--- src/rtl/core/wmap_pkg.sv ---
// Shared constants for the 16-to-8 window mapper.
// No dependencies; compile first.
package wmap_pkg;

  localparam int PIX_W          = 16;
  localparam int LEVEL_W        = 8;
  localparam int NUM_W          = PIX_W + LEVEL_W;
  localparam int CFG_IDX_W      = 2;
  localparam int CFG_DATA_W     = 16;
  localparam int PIXEL_BITS_DEF = 16;

  localparam logic [CFG_IDX_W-1:0] REG_MANUAL_WINDOW = 2'd0;
  localparam logic [CFG_IDX_W-1:0] REG_WINDOW_LOW    = 2'd1;
  localparam logic [CFG_IDX_W-1:0] REG_WINDOW_HIGH   = 2'd2;

  localparam logic OP_MEASURE = 1'b0;
  localparam logic OP_MAP     = 1'b1;

  localparam logic [LEVEL_W-1:0] LEVEL_MIN = '0;
  localparam logic [LEVEL_W-1:0] LEVEL_MAX = '1;

  localparam logic [PIX_W-1:0] WINDOW_HIGH_RST = '1;

endpackage

--- src/rtl/core/wmap_if.sv ---
// Valid/ready channel interfaces for pixel in, level out and register writes.
// Depends on wmap_pkg.
interface wmap_in_if;
  import wmap_pkg::*;
  logic             valid;
  logic             ready;
  logic             operation;
  logic [PIX_W-1:0] pixel;
  logic             frame_start;
  modport source (output valid, operation, pixel, frame_start, input ready);
  modport sink   (input valid, operation, pixel, frame_start, output ready);
endinterface

interface wmap_out_if;
  import wmap_pkg::*;
  logic               valid;
  logic               ready;
  logic [LEVEL_W-1:0] level;
  modport source (output valid, level, input ready);
  modport sink   (input valid, level, output ready);
endinterface

interface wmap_cfg_if;
  import wmap_pkg::*;
  logic                  valid;
  logic                  ready;
  logic [CFG_IDX_W-1:0]  index;
  logic [CFG_DATA_W-1:0] data;
  modport source (output valid, index, data, input ready);
  modport sink   (input valid, index, data, output ready);
endinterface

--- src/rtl/core/window_map_16_to_8.sv ---
// Window mapper: 16-bit pixels to 8-bit levels through a linear window; a measure
// beat updates the frame minimum and maximum, kept in a one-entry memory read and
// written back, and a map beat yields one level. One beat is in work at a time:
// a measure beat goes from lookup back to idle, a map beat that clamps to 0 or 255
// goes to finish, and a map beat inside the window passes the bit-serial divider first.
// Depends on wmap_pkg, wmap_if and wmap_div.
module window_map_16_to_8 #(
  parameter int PIXEL_BITS = wmap_pkg::PIXEL_BITS_DEF
) (
  input  logic       clk,
  input  logic       rst_n,
  wmap_in_if.sink    in_chan,
  wmap_out_if.source out_chan,
  wmap_cfg_if.sink   cfg_chan
);
  import wmap_pkg::*;

  typedef enum logic [1:0] {ST_IDLE, ST_LOOKUP, ST_DIVIDE, ST_FINISH} state_t;

  localparam logic [PIXEL_BITS-1:0] MIN_RST = '1;
  localparam logic [PIXEL_BITS-1:0] MAX_RST = '0;

  state_t state_r;

  logic             manual_r;
  logic [PIX_W-1:0] win_low_r;
  logic [PIX_W-1:0] win_high_r;

  logic                    op_r;
  logic                    fs_r;
  logic [PIXEL_BITS-1:0]   pix_r;
  logic [LEVEL_W-1:0]      res_r;
  logic [LEVEL_W-1:0]      out_level_r;
  logic                    out_valid_r;

  logic [2*PIXEL_BITS-1:0] stat_mem [1];
  logic [2*PIXEL_BITS-1:0] mem_rd_r;
  logic                    stat_vld_r;
  logic                    mem_re;
  logic                    mem_we;
  logic [2*PIXEL_BITS-1:0] mem_wdata;

  logic [PIXEL_BITS-1:0] cur_min;
  logic [PIXEL_BITS-1:0] cur_max;
  logic [PIXEL_BITS-1:0] new_min;
  logic [PIXEL_BITS-1:0] new_max;
  logic [PIX_W-1:0]      lo;
  logic [PIX_W-1:0]      hi;
  logic [PIX_W-1:0]      pix_ext;
  logic [PIX_W-1:0]      offs;
  logic [NUM_W-1:0]      num;
  logic [PIX_W-1:0]      span;
  logic                  at_high;
  logic                  below_low;

  logic                  in_fire;
  logic                  div_start;
  logic                  div_done;
  logic [LEVEL_W-1:0]    div_quot;
  logic                  out_free;

  assign in_chan.ready  = (state_r == ST_IDLE);
  assign in_fire        = in_chan.valid && in_chan.ready;
  assign cfg_chan.ready = 1'b1;
  assign out_chan.valid = out_valid_r;
  assign out_chan.level = out_level_r;
  assign out_free       = !out_valid_r || out_chan.ready;

  always_ff @(posedge clk) begin
    if (!rst_n) begin
      manual_r   <= 1'b0;
      win_low_r  <= '0;
      win_high_r <= WINDOW_HIGH_RST;
    end else if (cfg_chan.valid) begin
      case (cfg_chan.index)
        REG_MANUAL_WINDOW: manual_r   <= cfg_chan.data[0];
        REG_WINDOW_LOW:    win_low_r  <= cfg_chan.data[PIX_W-1:0];
        REG_WINDOW_HIGH:   win_high_r <= cfg_chan.data[PIX_W-1:0];
        default: ;
      endcase
    end
  end

  always_comb begin
    cur_min   = stat_vld_r ? mem_rd_r[PIXEL_BITS-1:0] : MIN_RST;
    cur_max   = stat_vld_r ? mem_rd_r[2*PIXEL_BITS-1:PIXEL_BITS] : MAX_RST;
    new_min   = fs_r ? pix_r : ((pix_r < cur_min) ? pix_r : cur_min);
    new_max   = fs_r ? pix_r : ((pix_r > cur_max) ? pix_r : cur_max);
    mem_wdata = {new_max, new_min};
    mem_re    = in_fire;
    mem_we    = (state_r == ST_LOOKUP) && (op_r == OP_MEASURE);

    lo        = manual_r ? win_low_r  : PIX_W'(cur_min);
    hi        = manual_r ? win_high_r : PIX_W'(cur_max);
    pix_ext   = PIX_W'(pix_r);
    at_high   = pix_ext >= hi;
    below_low = pix_ext < lo;
    offs      = pix_ext - lo;
    span      = hi - lo;
    num       = (NUM_W'(offs) << LEVEL_W) - NUM_W'(offs);
    div_start = (state_r == ST_LOOKUP) && (op_r == OP_MAP) && !at_high && !below_low;
  end

  always_ff @(posedge clk) begin
    if (mem_we) begin
      stat_mem[0] <= mem_wdata;
    end
    if (mem_re) begin
      mem_rd_r <= stat_mem[0];
    end
  end

  always_ff @(posedge clk) begin
    if (!rst_n) begin
      stat_vld_r <= 1'b0;
    end else if (mem_we) begin
      stat_vld_r <= 1'b1;
    end
  end

  wmap_div u_div (
    .clk   (clk),
    .rst_n (rst_n),
    .start (div_start),
    .num   (num),
    .den   (span),
    .done  (div_done),
    .quot  (div_quot)
  );

  always_ff @(posedge clk) begin
    if (!rst_n) begin
      state_r     <= ST_IDLE;
      out_valid_r <= 1'b0;
    end else begin
      if (out_chan.ready && (state_r != ST_FINISH)) begin
        out_valid_r <= 1'b0;
      end
      case (state_r)
        ST_IDLE: begin
          if (in_fire) begin
            op_r    <= in_chan.operation;
            fs_r    <= in_chan.frame_start;
            pix_r   <= in_chan.pixel[PIXEL_BITS-1:0];
            state_r <= ST_LOOKUP;
          end
        end
        ST_LOOKUP: begin
          if (op_r == OP_MEASURE) begin
            state_r <= ST_IDLE;
          end else if (at_high) begin
            res_r   <= LEVEL_MAX;
            state_r <= ST_FINISH;
          end else if (below_low) begin
            res_r   <= LEVEL_MIN;
            state_r <= ST_FINISH;
          end else begin
            state_r <= ST_DIVIDE;
          end
        end
        ST_DIVIDE: begin
          if (div_done) begin
            res_r   <= div_quot;
            state_r <= ST_FINISH;
          end
        end
        ST_FINISH: begin
          if (out_free) begin
            out_level_r <= res_r;
            out_valid_r <= 1'b1;
            state_r     <= ST_IDLE;
          end
        end
        default: state_r <= ST_IDLE;
      endcase
    end
  end

endmodule

--- src/rtl/core/wmap_div.sv ---
// Restoring divider, one quotient bit per cycle, for quotients below 2^LEVEL_W.
// Depends on wmap_pkg.
module wmap_div (
  input  logic                         clk,
  input  logic                         rst_n,
  input  logic                         start,
  input  logic [wmap_pkg::NUM_W-1:0]   num,
  input  logic [wmap_pkg::PIX_W-1:0]   den,
  output logic                         done,
  output logic [wmap_pkg::LEVEL_W-1:0] quot
);
  import wmap_pkg::*;

  localparam int CNT_W = $clog2(LEVEL_W);

  logic             busy_r;
  logic             done_r;
  logic [CNT_W-1:0] cnt_r;
  logic [NUM_W-1:0] rem_r;
  logic [NUM_W-1:0] dsh_r;
  logic [LEVEL_W-1:0] q_r;
  logic [NUM_W:0]   diff;
  logic             ge;

  always_comb begin
    diff = {1'b0, rem_r} - {1'b0, dsh_r};
    ge   = !diff[NUM_W];
  end

  always_ff @(posedge clk) begin
    if (!rst_n) begin
      busy_r <= 1'b0;
      done_r <= 1'b0;
    end else begin
      done_r <= 1'b0;
      if (start) begin
        busy_r <= 1'b1;
        cnt_r  <= CNT_W'(LEVEL_W - 1);
        rem_r  <= num;
        dsh_r  <= NUM_W'(den) << (LEVEL_W - 1);
      end else if (busy_r) begin
        if (ge) begin
          rem_r <= diff[NUM_W-1:0];
        end
        q_r   <= {q_r[LEVEL_W-2:0], ge};
        dsh_r <= dsh_r >> 1;
        if (cnt_r == '0) begin
          busy_r <= 1'b0;
          done_r <= 1'b1;
        end else begin
          cnt_r <= cnt_r - 1'b1;
        end
      end
    end
  end

  assign done = done_r;
  assign quot = q_r;

endmodule

--- src/flat_wrapper.sv ---
// flat-port wrapper written by rule: the top's interface ports become plain ports
module window_map_16_to_8_flat import wmap_pkg::*;
#(
  parameter int PIXEL_BITS = wmap_pkg::PIXEL_BITS_DEF
)
  (clk, rst_n, in_chan_valid, in_chan_operation, in_chan_pixel, in_chan_frame_start, in_chan_ready, out_chan_valid, out_chan_level, out_chan_ready, cfg_chan_valid, cfg_chan_index, cfg_chan_data, cfg_chan_ready);
  wmap_in_if in_chan_i ();
  wmap_out_if out_chan_i ();
  wmap_cfg_if cfg_chan_i ();
  input  logic clk;
  input  logic rst_n;
  input wire logic [$bits(in_chan_i.valid)-1:0] in_chan_valid;
  input wire logic [$bits(in_chan_i.operation)-1:0] in_chan_operation;
  input wire logic [$bits(in_chan_i.pixel)-1:0] in_chan_pixel;
  input wire logic [$bits(in_chan_i.frame_start)-1:0] in_chan_frame_start;
  output wire logic [$bits(in_chan_i.ready)-1:0] in_chan_ready;
  output wire logic [$bits(out_chan_i.valid)-1:0] out_chan_valid;
  output wire logic [$bits(out_chan_i.level)-1:0] out_chan_level;
  input wire logic [$bits(out_chan_i.ready)-1:0] out_chan_ready;
  input wire logic [$bits(cfg_chan_i.valid)-1:0] cfg_chan_valid;
  input wire logic [$bits(cfg_chan_i.index)-1:0] cfg_chan_index;
  input wire logic [$bits(cfg_chan_i.data)-1:0] cfg_chan_data;
  output wire logic [$bits(cfg_chan_i.ready)-1:0] cfg_chan_ready;
  assign in_chan_i.valid = in_chan_valid;
  assign in_chan_i.operation = in_chan_operation;
  assign in_chan_i.pixel = in_chan_pixel;
  assign in_chan_i.frame_start = in_chan_frame_start;
  assign in_chan_ready = in_chan_i.ready;
  assign out_chan_valid = out_chan_i.valid;
  assign out_chan_level = out_chan_i.level;
  assign out_chan_i.ready = out_chan_ready;
  assign cfg_chan_i.valid = cfg_chan_valid;
  assign cfg_chan_i.index = cfg_chan_index;
  assign cfg_chan_i.data = cfg_chan_data;
  assign cfg_chan_ready = cfg_chan_i.ready;
  window_map_16_to_8 #(.PIXEL_BITS(PIXEL_BITS)) u_core (.clk(clk), .rst_n(rst_n), .in_chan(in_chan_i), .out_chan(out_chan_i), .cfg_chan(cfg_chan_i));
endmodule
--- config.mk ---
export PLATFORM = sky130hd
export DESIGN_NAME = window_map_16_to_8_flat
export DESIGN_NICKNAME = d
export VERILOG_FILES = /design/src/rtl/core/wmap_pkg.sv /design/src/rtl/core/wmap_if.sv /design/src/rtl/core/window_map_16_to_8.sv /design/src/rtl/core/wmap_div.sv /design/src/flat_wrapper.sv
export SDC_FILE = /design/constraint.sdc
export NUM_CORES = 1
export LEC_CHECK = 0
export ABC_AREA = 1
export BUFFER_PORTS_ARGS = -buffer_cell sky130_fd_sc_hd__buf_2
export CORE_MARGIN = 3
export CORE_UTILIZATION = 59
export CTS_CLUSTER_SIZE = 24
export DETAILED_ROUTE_END_ITERATION = 16
export GPL_ROUTABILITY_DRIVEN = 0
export HOLD_SLACK_MARGIN = 0.08
export PLACE_DENSITY = 0.77
export SYNTH_ARGS = -nofsm -noshare
export SYNTH_HDL_FRONTEND = slang
export SYNTH_SLANG_ARGS = --single-unit
--- constraint.sdc ---
create_clock -name clk -period 10.5 [get_ports clk]
set_input_delay 0 -clock clk [delete_from_list [all_inputs] [get_ports clk]]
set_output_delay 0 -clock clk [all_outputs]
set_load 0.02 [all_outputs]
==> flow_metrics.py, run 1 <==
metrics = {
    "global_route": {
        "grt_pass1_vias": 10600,
        "grt_overflow": 0,
        "grt_max_degree": 58,
        "track_usage_pct": 27.5,
        "grt_antenna_before_repair": 0,
        "grt_pass1_wl_um": 52200,
    },
    "sta": {
        "setup_tns_ns": 0,
        "fin_hold_ws_ns": 0.106,
        "fin_crit_ns": 4.94,
        "rsz0062_at_grt": "no",
        "setup_ws_ns": 5.56,
        "max_freq_ghz": 0.202,
        "worst_pin_slew_ns": 1.07,
        "slew_viol_final": 0,
        "finalHoldViolations": 0,
        "fin_crit_sh_pct": 47.1,
        "setup_viol": 0,
        "maxSlewHeadroom_pct": 28.0,
        "clock_skew_ns": 0.0151,
    },
    "cts": {
        "cts_buffers": 17,
        "cts-root-buf": "clkbuf_16",
        "cts_sinks": 195,
        "tritoncts": "done",
        "clk_pin_slew_worst_paths_ns": 0.08,
        "htreeDepth": 4,
        "post_cts_buffers": 0,
        "clock_latency_ns": 0.44,
        "cts_max_path_buffers": 2,
    },
    "critical_path": {
        "slowest_delay_ns": 0.81,
        "critPathSlowestCell": "nand2_1",
        "critical_path_required_ns": 10.56,
        "path_class": "reg -> reg",
        "cp_common_cell": "nand2_1",
        "critical_path_buf_inv_count": 4,
        "arrival_ns": 5.00,
        "critical_path.cell_chain": "inv_4 -> nor2_1 -> a31oi_1 -> ha_1 -> inv_1 -> ha_1 -> inv_1 -> nand2_1 -> nand2_1 -> nand2_1 -> nand3_1 -> nand2_1 -> nand4_1 -> nand2_1 -> a21oi_1 -> o21bai_1 -> nand3_1 -> nor2_4 -> buf_4 -> nand2_1 -> nand2_1",
        "worst_setup_path_end_kind": "register",
        "r2r-start": "u_core.manual_r",
        "crit_family": "simple AND/OR/NAND/NOR gates",
        "startpoint_type": "register",
        "crit_fanout": 57,
        "crit_start": "u_core.manual_r",
        "r2r_slack_ns": 5.56,
    },
    "yosys": {
        "synth_top_area_cell": "edfxtp_1",
        "synth_edf_count": 156,
        "synth_cell_type_count": 57,
        "synth.area.top_cells": "edfxtp_1 (37%), nand2_1 (14%), ha_1 (7.8%), dfxtp_1 (6.2%), inv_1 (5.2%)",
        "synth.top_cell.area_share_pct": 37.0,
        "ys_async_sr_fraction_pct": 0,
        "avgSynthCellArea_um2": 7.94,
        "synth-seq-cells": 195,
        "syn-cell-area_um2": 12700,
        "syn-instance-count": 1595,
        "syn-num-nets": 1716,
        "ys_seq_area_share_pct": 43.2,
        "synth_warnings": 0,
        "synth_flop_cell": "edfxtp_1",
    },
    "detailed_routing": {
        "wl_per_cell_um": 16.4,
        "route.met3.wl_um": 2360,
        "highest_layer": "met4",
        "dr.pass1.iters": 8,
        "num_vias": 11100,
        "wl_met1_um": 14000,
        "detailroute.wirelength.met2_um": 14700,
        "avgViaCountPerCell": 5.68,
        "drt-initial-drc-count": 1064,
        "ant_nets": 0,
        "wirelength_um": 32100,
        "drc": 0,
    },
    "floorplanning": {
        "die_h_um": 153,
        "die_area_um2": 23300,
        "core_area_um2": 20700,
        "num_rows": 52,
        "fp.dieW_um": 153,
        "initial_core_util_pct": 61.2,
        "io_pins": 52,
    },
    "pwr": {
        "irDropWorstVdd_mv": 0.105,
        "p_leak_nw": 6.42,
        "power.density_nw_per_um2": 143,
    },
    "finish": {
        "seq_area_um2": 5470,
        "finalNetCount": 1795,
        "drive_above_1_share_pct": 10.5,
        "multi_input_area_um2": 6290,
        "fill_cells": 1714,
        "area_delta_synth_final_pct": 11.1,
        "postLayoutCoreUtil_pct": 68.0,
        "diodes": 0,
    },
    "placed_design": {
        "portBuffers": 50,
        "pre_cts_slack_ns": 5.62,
        "dp_hpwl_um": 23500,
    },
    "outcome": {
        "run_status": "finished, final reports clean",
    },
    "flow_run": {
        "maxCapViolCount": 0,
    },
    "worst_hold_path": {
        "worstHoldStart": "rst_n",
        "hold_class": "in -> reg",
    },
}
worst register-to-register path, cell delays in order, from the launching register on:
cell	delay (ns)
dfxtp_1	0.77
inv_4	0.42
nor2_1	0.18
a31oi_1	0.10
ha_1	0.25
inv_1	0.06
ha_1	0.13
inv_1	0.04
nand2_1	0.06
nand2_1	0.08
nand2_1	0.08
nand3_1	0.10
nand2_1	0.13
nand4_1	0.12
nand2_1	0.11
a21oi_1	0.07
o21bai_1	0.19
nand3_1	0.18
nor2_4	0.12
buf_4	0.39
nand2_1	0.17
nand2_1	0.81
area by class of cell:
type	count	share of cell area, %
Clock buffer	19	3.08
Sequential cell	195	38.9
Multi-Input combinational cell	1179	44.7
Timing Repair Buffer	97	5.00
Tap cell	270	2.40
Clock inverter	13	1.01
Inverter	184	4.93
report_power, final:
part | switching [mW] | internal [mW]
sequential | 0.0200 | 0.874
clock | 0.323 | 0.317
combinational | 0.324 | 0.149
cells in the final DEF (no fill, tap or decap), types with 16 or more instances in the layout:
master,count
a21oi_1,65
buf_2,50
clkbuf_16,17
dfxtp_1,39
dlygate4sd3_1,40
edfxtp_1,156
ha_1,79
inv_1,174
nand2_1,473
nand2_2,41
nand3_1,115
nand4_1,16
nor2_1,110
nor3_1,16
o21ai_0,98
o21ai_1,31
xor2_1,29
cell families (layout without fill, tap and decap cells):
| family | count (synthesis) | in the layout | synth area share [%] |
|---|---|---|---|
| and+or+nand+nor | 811 | 811 | 27.7 |
| AOI/OAI and AO/OA | 244 | 244 | 10.8 |
| buffers and inverters | 221 | 313 | 7.33 |
| DFF | 195 | 195 | 43.2 |
| adders and majority gates | 80 | 80 | 7.96 |
| xor gates and xnor gates | 43 | 43 | 3.03 |
| other | 1 | 1 | 0.0296 |
cells in the mapped netlist (7+ instances only):
cell type	number
inv_1	174
nand4_1	16
nand2_2	41
nor3_1	19
a21oi_1	65
buf_6	7
buf_4	7
ha_1	79
dfxtp_1	39
o21ai_0	98
xor2_1	29
nand3_1	115
nand2_1	473
a31oi_1	9
clkbuf_1	15
nor2_1	110
nor2_2	7
xnor2_1	13
edfxtp_1	156
o21ai_1	31
inv_2	8
sequential cells by signal, summed over array words and instances (netlist names), 3 cells and up, named ones only:
name                   flops
u_core.mem_rd_r           32
u_core.stat_mem           32
u_core.u_div.rem_r        24
u_core.u_div.dsh_r        23
u_core.pix_ext            16
u_core.win_high_r         16
u_core.win_low_r          16
u_core.out_chan.level      8
u_core.res_r               8
u_core.u_div.quot          8
u_core.u_div.cnt_r         3
per-layer routing:
layer  track usage [%]  vias up
li1                  -     5474
met1              37.7     5071
met2              44.6      479
met3              4.17       92
met4              10.3        0
met5                 0        -
worst paths after layout:
| kind | cells past startpoint | to |
|---|---|---|
| setup reg to reg | 21 | u_core.u_div.rem_r[19] |
| hold / removal | 2 | u_core.win_high_r[3] |
| setup / recovery | 21 | u_core.u_div.rem_r[19] |
| hold reg to reg | 0 | u_core.mem_rd_r[20] |
stage by stage:
stage | instances | cell area [µm²] | total power, mW
6_report | 1957 | 14100 | 2.01
5_1_grt | 1957 | 14100 | 2.10
4_1_cts | 1957 | 14100 | 2.00
3_5_place_dp | 1885 | 13100 | 1.36
3_3_place_gp | 1885 | 13100 | 1.35
2_1_floorplan | 1595 | 12700 | 1.24
timing repair:
item	4_1_cts	5_1_grt
setup endpoints to repair	0	0
resized for setup	0	0
hold buffers	40	0
hold endpoints to repair	53	0
No activity file was read; power rests on OpenSTA's default activity.
==> run 2: changes to the inputs <==
- ABC_AREA: 1 -> 0
- CORE_UTILIZATION: 59 -> 57
- clock period: 10.5 -> 4.25 ns (I/O delays scaled with it)
==> flow_metrics.py, run 2 <==
metrics = {
    "outcome": {
        "run_status": "finished, violations left",
        "violations": "negative setup slack",
    },
    "global_route": {
        "grt_overflow": 0,
        "grt_pass1_vias": 10900,
        "grt_antenna_before_repair": 1,
        "track_usage_pct": 27.9,
        "grt_max_degree": 52,
        "grt_pass1_wl_um": 53800,
    },
    "critical_path": {
        "worst_setup_path_end_kind": "register",
        "critical_path_buf_inv_count": 4,
        "critical_path.cell_chain": "or3b_1 -> and2_4 -> xnor2_4 -> ha_4 -> a211o_1 -> maj3_2 -> a211oi_4 -> buf_4 -> a211oi_2 -> nor3_2 -> ha_1 -> inv_2 -> buf_6 -> o41ai_4 -> a221oi_2 -> o21ai_2 -> buf_4 -> a21oi_4 -> a21oi_2 -> o31a_1",
        "critPathSlowestCell": "a221oi_2",
        "arrival_ns": 4.66,
        "critical_path_required_ns": 4.45,
        "cp_common_cell": "buf_4",
        "crit_fanout": 4,
        "crit_family": "compound AO/OA/AOI/OAI gates",
        "startpoint_type": "register",
        "slowest_delay_ns": 0.42,
        "path_class": "reg -> reg",
    },
    "detailed_routing": {
        "wirelength_um": 34500,
        "avgViaCountPerCell": 6.04,
        "wl_per_cell_um": 18.8,
        "ant_nets": 0,
        "drc": 0,
        "drt-initial-drc-count": 1034,
        "dr.pass1.iters": 8,
        "num_vias": 11100,
    },
    "sta": {
        "setup_ws_ns": -0.210,
        "fin_crit_sh_pct": 105,
        "setup_tns_ns": -1.72,
        "fin_hold_ws_ns": 0.122,
        "max_freq_ghz": 0.224,
        "finalHoldViolations": 0,
        "slew_viol_final": 0,
        "maxSlewHeadroom_pct": 28.4,
        "rsz0062_at_grt": "yes",
        "fin_crit_ns": 4.46,
        "setup_viol": 11,
        "worst_pin_slew_ns": 1.07,
        "clock_skew_ns": 0.0138,
    },
    "finish": {
        "final_common_cell": "nand2_1",
        "postLayoutCoreUtil_pct": 73.0,
        "fill_cells": 1469,
        "drive_above_1_share_pct": 21.1,
        "largest_registers": "u_core.mem_rd_r x32, u_core.stat_mem x32, u_core.u_div.rem_r x24",
        "final_cell_mix": "nand2_1 (175), edfxtp_1 (156), buf_4 (141)",
        "area_delta_synth_final_pct": 23.6,
        "diodes": 0,
        "finalNetCount": 1667,
    },
    "yosys": {
        "synth.most_common_cell": "nand2_1",
        "synth_cell_type_count": 93,
        "syn-cell-area_um2": 12600,
        "ys_async_sr_fraction_pct": 0,
        "synth-seq-cells": 195,
        "synth.area.top_cells": "edfxtp_1 (37%), ha_1 (7.8%), dfxtp_1 (6.2%), nand2_1 (5.2%), xnor2_1 (3.7%)",
        "synth_flop_cell": "edfxtp_1",
        "avgSynthCellArea_um2": 9.45,
        "synth_top_area_cell": "edfxtp_1",
        "synth_edf_count": 156,
        "synth_common_cells": "nand2_1 (175), edfxtp_1 (156), nor2_1 (105)",
        "syn-instance-count": 1338,
        "synth_warnings": 0,
        "synth.top_cell.area_share_pct": 37.1,
        "ys_seq_area_share_pct": 43.2,
        "syn-num-nets": 1459,
    },
    "pwr": {
        "power_frac_comb_pct": 24.9,
        "p_leak_nw": 6.32,
        "power.density_nw_per_um2": 329,
        "p_seq_share_pct": 42.3,
        "power.share.clock_pct": 32.8,
        "p_sw_share_pct": 30.5,
        "power_mw": 5.14,
        "netSwitchingPower_mw": 1.57,
        "irDropWorstVdd_mv": 0.268,
        "p_int_mw": 3.58,
    },
    "cts": {
        "tritoncts": "done",
        "cts_sinks": 195,
        "htreeDepth": 4,
        "cts_buffers": 17,
        "cts-root-buf": "clkbuf_16",
        "cts_max_path_buffers": 2,
        "clk_pin_slew_worst_paths_ns": 0.08,
        "clock_latency_ns": 0.44,
    },
    "placed_design": {
        "dp_hpwl_um": 24000,
        "pre_cts_slack_ns": -0.459,
        "portBuffers": 50,
    },
    "floorplanning": {
        "core_area_um2": 21400,
        "die_h_um": 155,
        "die_area_um2": 24000,
        "num_rows": 53,
        "fp.dieW_um": 155,
        "initial_core_util_pct": 59.0,
        "io_pins": 52,
    },
    "flow_run": {
        "maxCapViolCount": 0,
    },
    "worst_hold_path": {
        "hold_class": "in -> reg",
    },
}
[run 2: cell types whose count changed after synthesis, sizes merged, moves of 16 or more]
cell    delta
a21boi    +23
nand3     -78
xnor2     +42
inv      -102
mux2i     +22
nand2    -339
o21ai     -52
clkbuf    +20
o21a      +16
a21oi     +19
nor2b     +23
nand2b    +31
[run 2: cell families after synthesis]
kind of cell	count (synthesis)	share of synthesized area [%]
simple gates	483	18.6
compound gates	338	17.9
fa+ha+maj	90	8.81
buf+inv	134	4.26
other cells	1	0.0297
flops	195	43.2
mux	26	2.10
xor+xnor	71	5.09
[run 2: cell type report]
class | instances | area (µm²) | share of cell area, %
Clock inverter | 14 | 189 | 1.21
Multi-Input combinational cell | 1011 | 7050 | 45.1
Inverter | 83 | 312 | 1.99
Clock buffer | 18 | 429 | 2.75
Timing Repair Buffer | 238 | 1840 | 11.8
Tap cell | 275 | 344 | 2.20
Sequential cell | 195 | 5470 | 35.0
[run 2: final timing paths]
kind | start | end | slack (ns) | cells past startpoint
setup / recovery | u_core.mem_rd_r[1] | u_core.u_div.rem_r[23] | -0.21 | 20
setup reg to reg | u_core.mem_rd_r[1] | u_core.u_div.rem_r[23] | -0.21 | 20
hold reg to reg | u_core.stat_mem[0][27] | u_core.mem_rd_r[27] | 0.42 | 0
hold / removal | cfg_chan_index[0] | u_core.win_high_r[2] | 0.12 | 5
[run 2: worst register-to-register path: stages, from the launching register on]
cell	delay, ns
edfxtp_1	0.38
or3b_1	0.38
and2_4	0.17
xnor2_4	0.13
ha_4	0.16
a211o_1	0.25
maj3_2	0.36
a211oi_4	0.27
buf_4	0.16
a211oi_2	0.03
nor3_2	0.16
ha_1	0.28
inv_2	0.08
buf_6	0.11
o41ai_4	0.06
a221oi_2	0.42
o21ai_2	0.14
buf_4	0.16
a21oi_4	0.16
a21oi_2	0.07
o31a_1	0.27
[run 2: what timing repair did]
action	in CTS	in global routing
setup endpoints to repair	60	97
pin swaps	31	33
gates resized for setup	22	31
endpoints found under the hold margin	54	0
cloned	2	0
setup buffers	12	14
hold buffers	38	0
[run 2: routing by layer]
| layer | vias up | track usage [%] | share of wire [%] |
|---|---|---|---|
| li1 | 5265 | - | - |
| met1 | 5235 | 37.3 | 42 |
| met2 | 490 | 46.8 | 48 |
| met3 | 86 | 3.76 | 7.1 |
| met4 | 2 | 9.71 | 2.6 |
| met5 | - | 0 | 0.035 |
[run 2: through the flow]
step	cells	cell area [µm²]
final	1834	15600
after global routing	1834	15600
after CTS	1822	15400
after detailed placement	1738	14100
after global placement	1738	14100
after floorplan	1338	12800
[run 2: power by group through the flow]
stage | Sequential [mW] | Clock (mW) | Combinational [mW]
floorplan | 2.20 | 0 | 0.692
global placement | 2.21 | 0 | 1.05
detailed placement | 2.22 | 0 | 1.08
CTS | 2.17 | 1.69 | 1.20
global route | 2.18 | 1.77 | 1.37
finish | 2.18 | 1.69 | 1.28
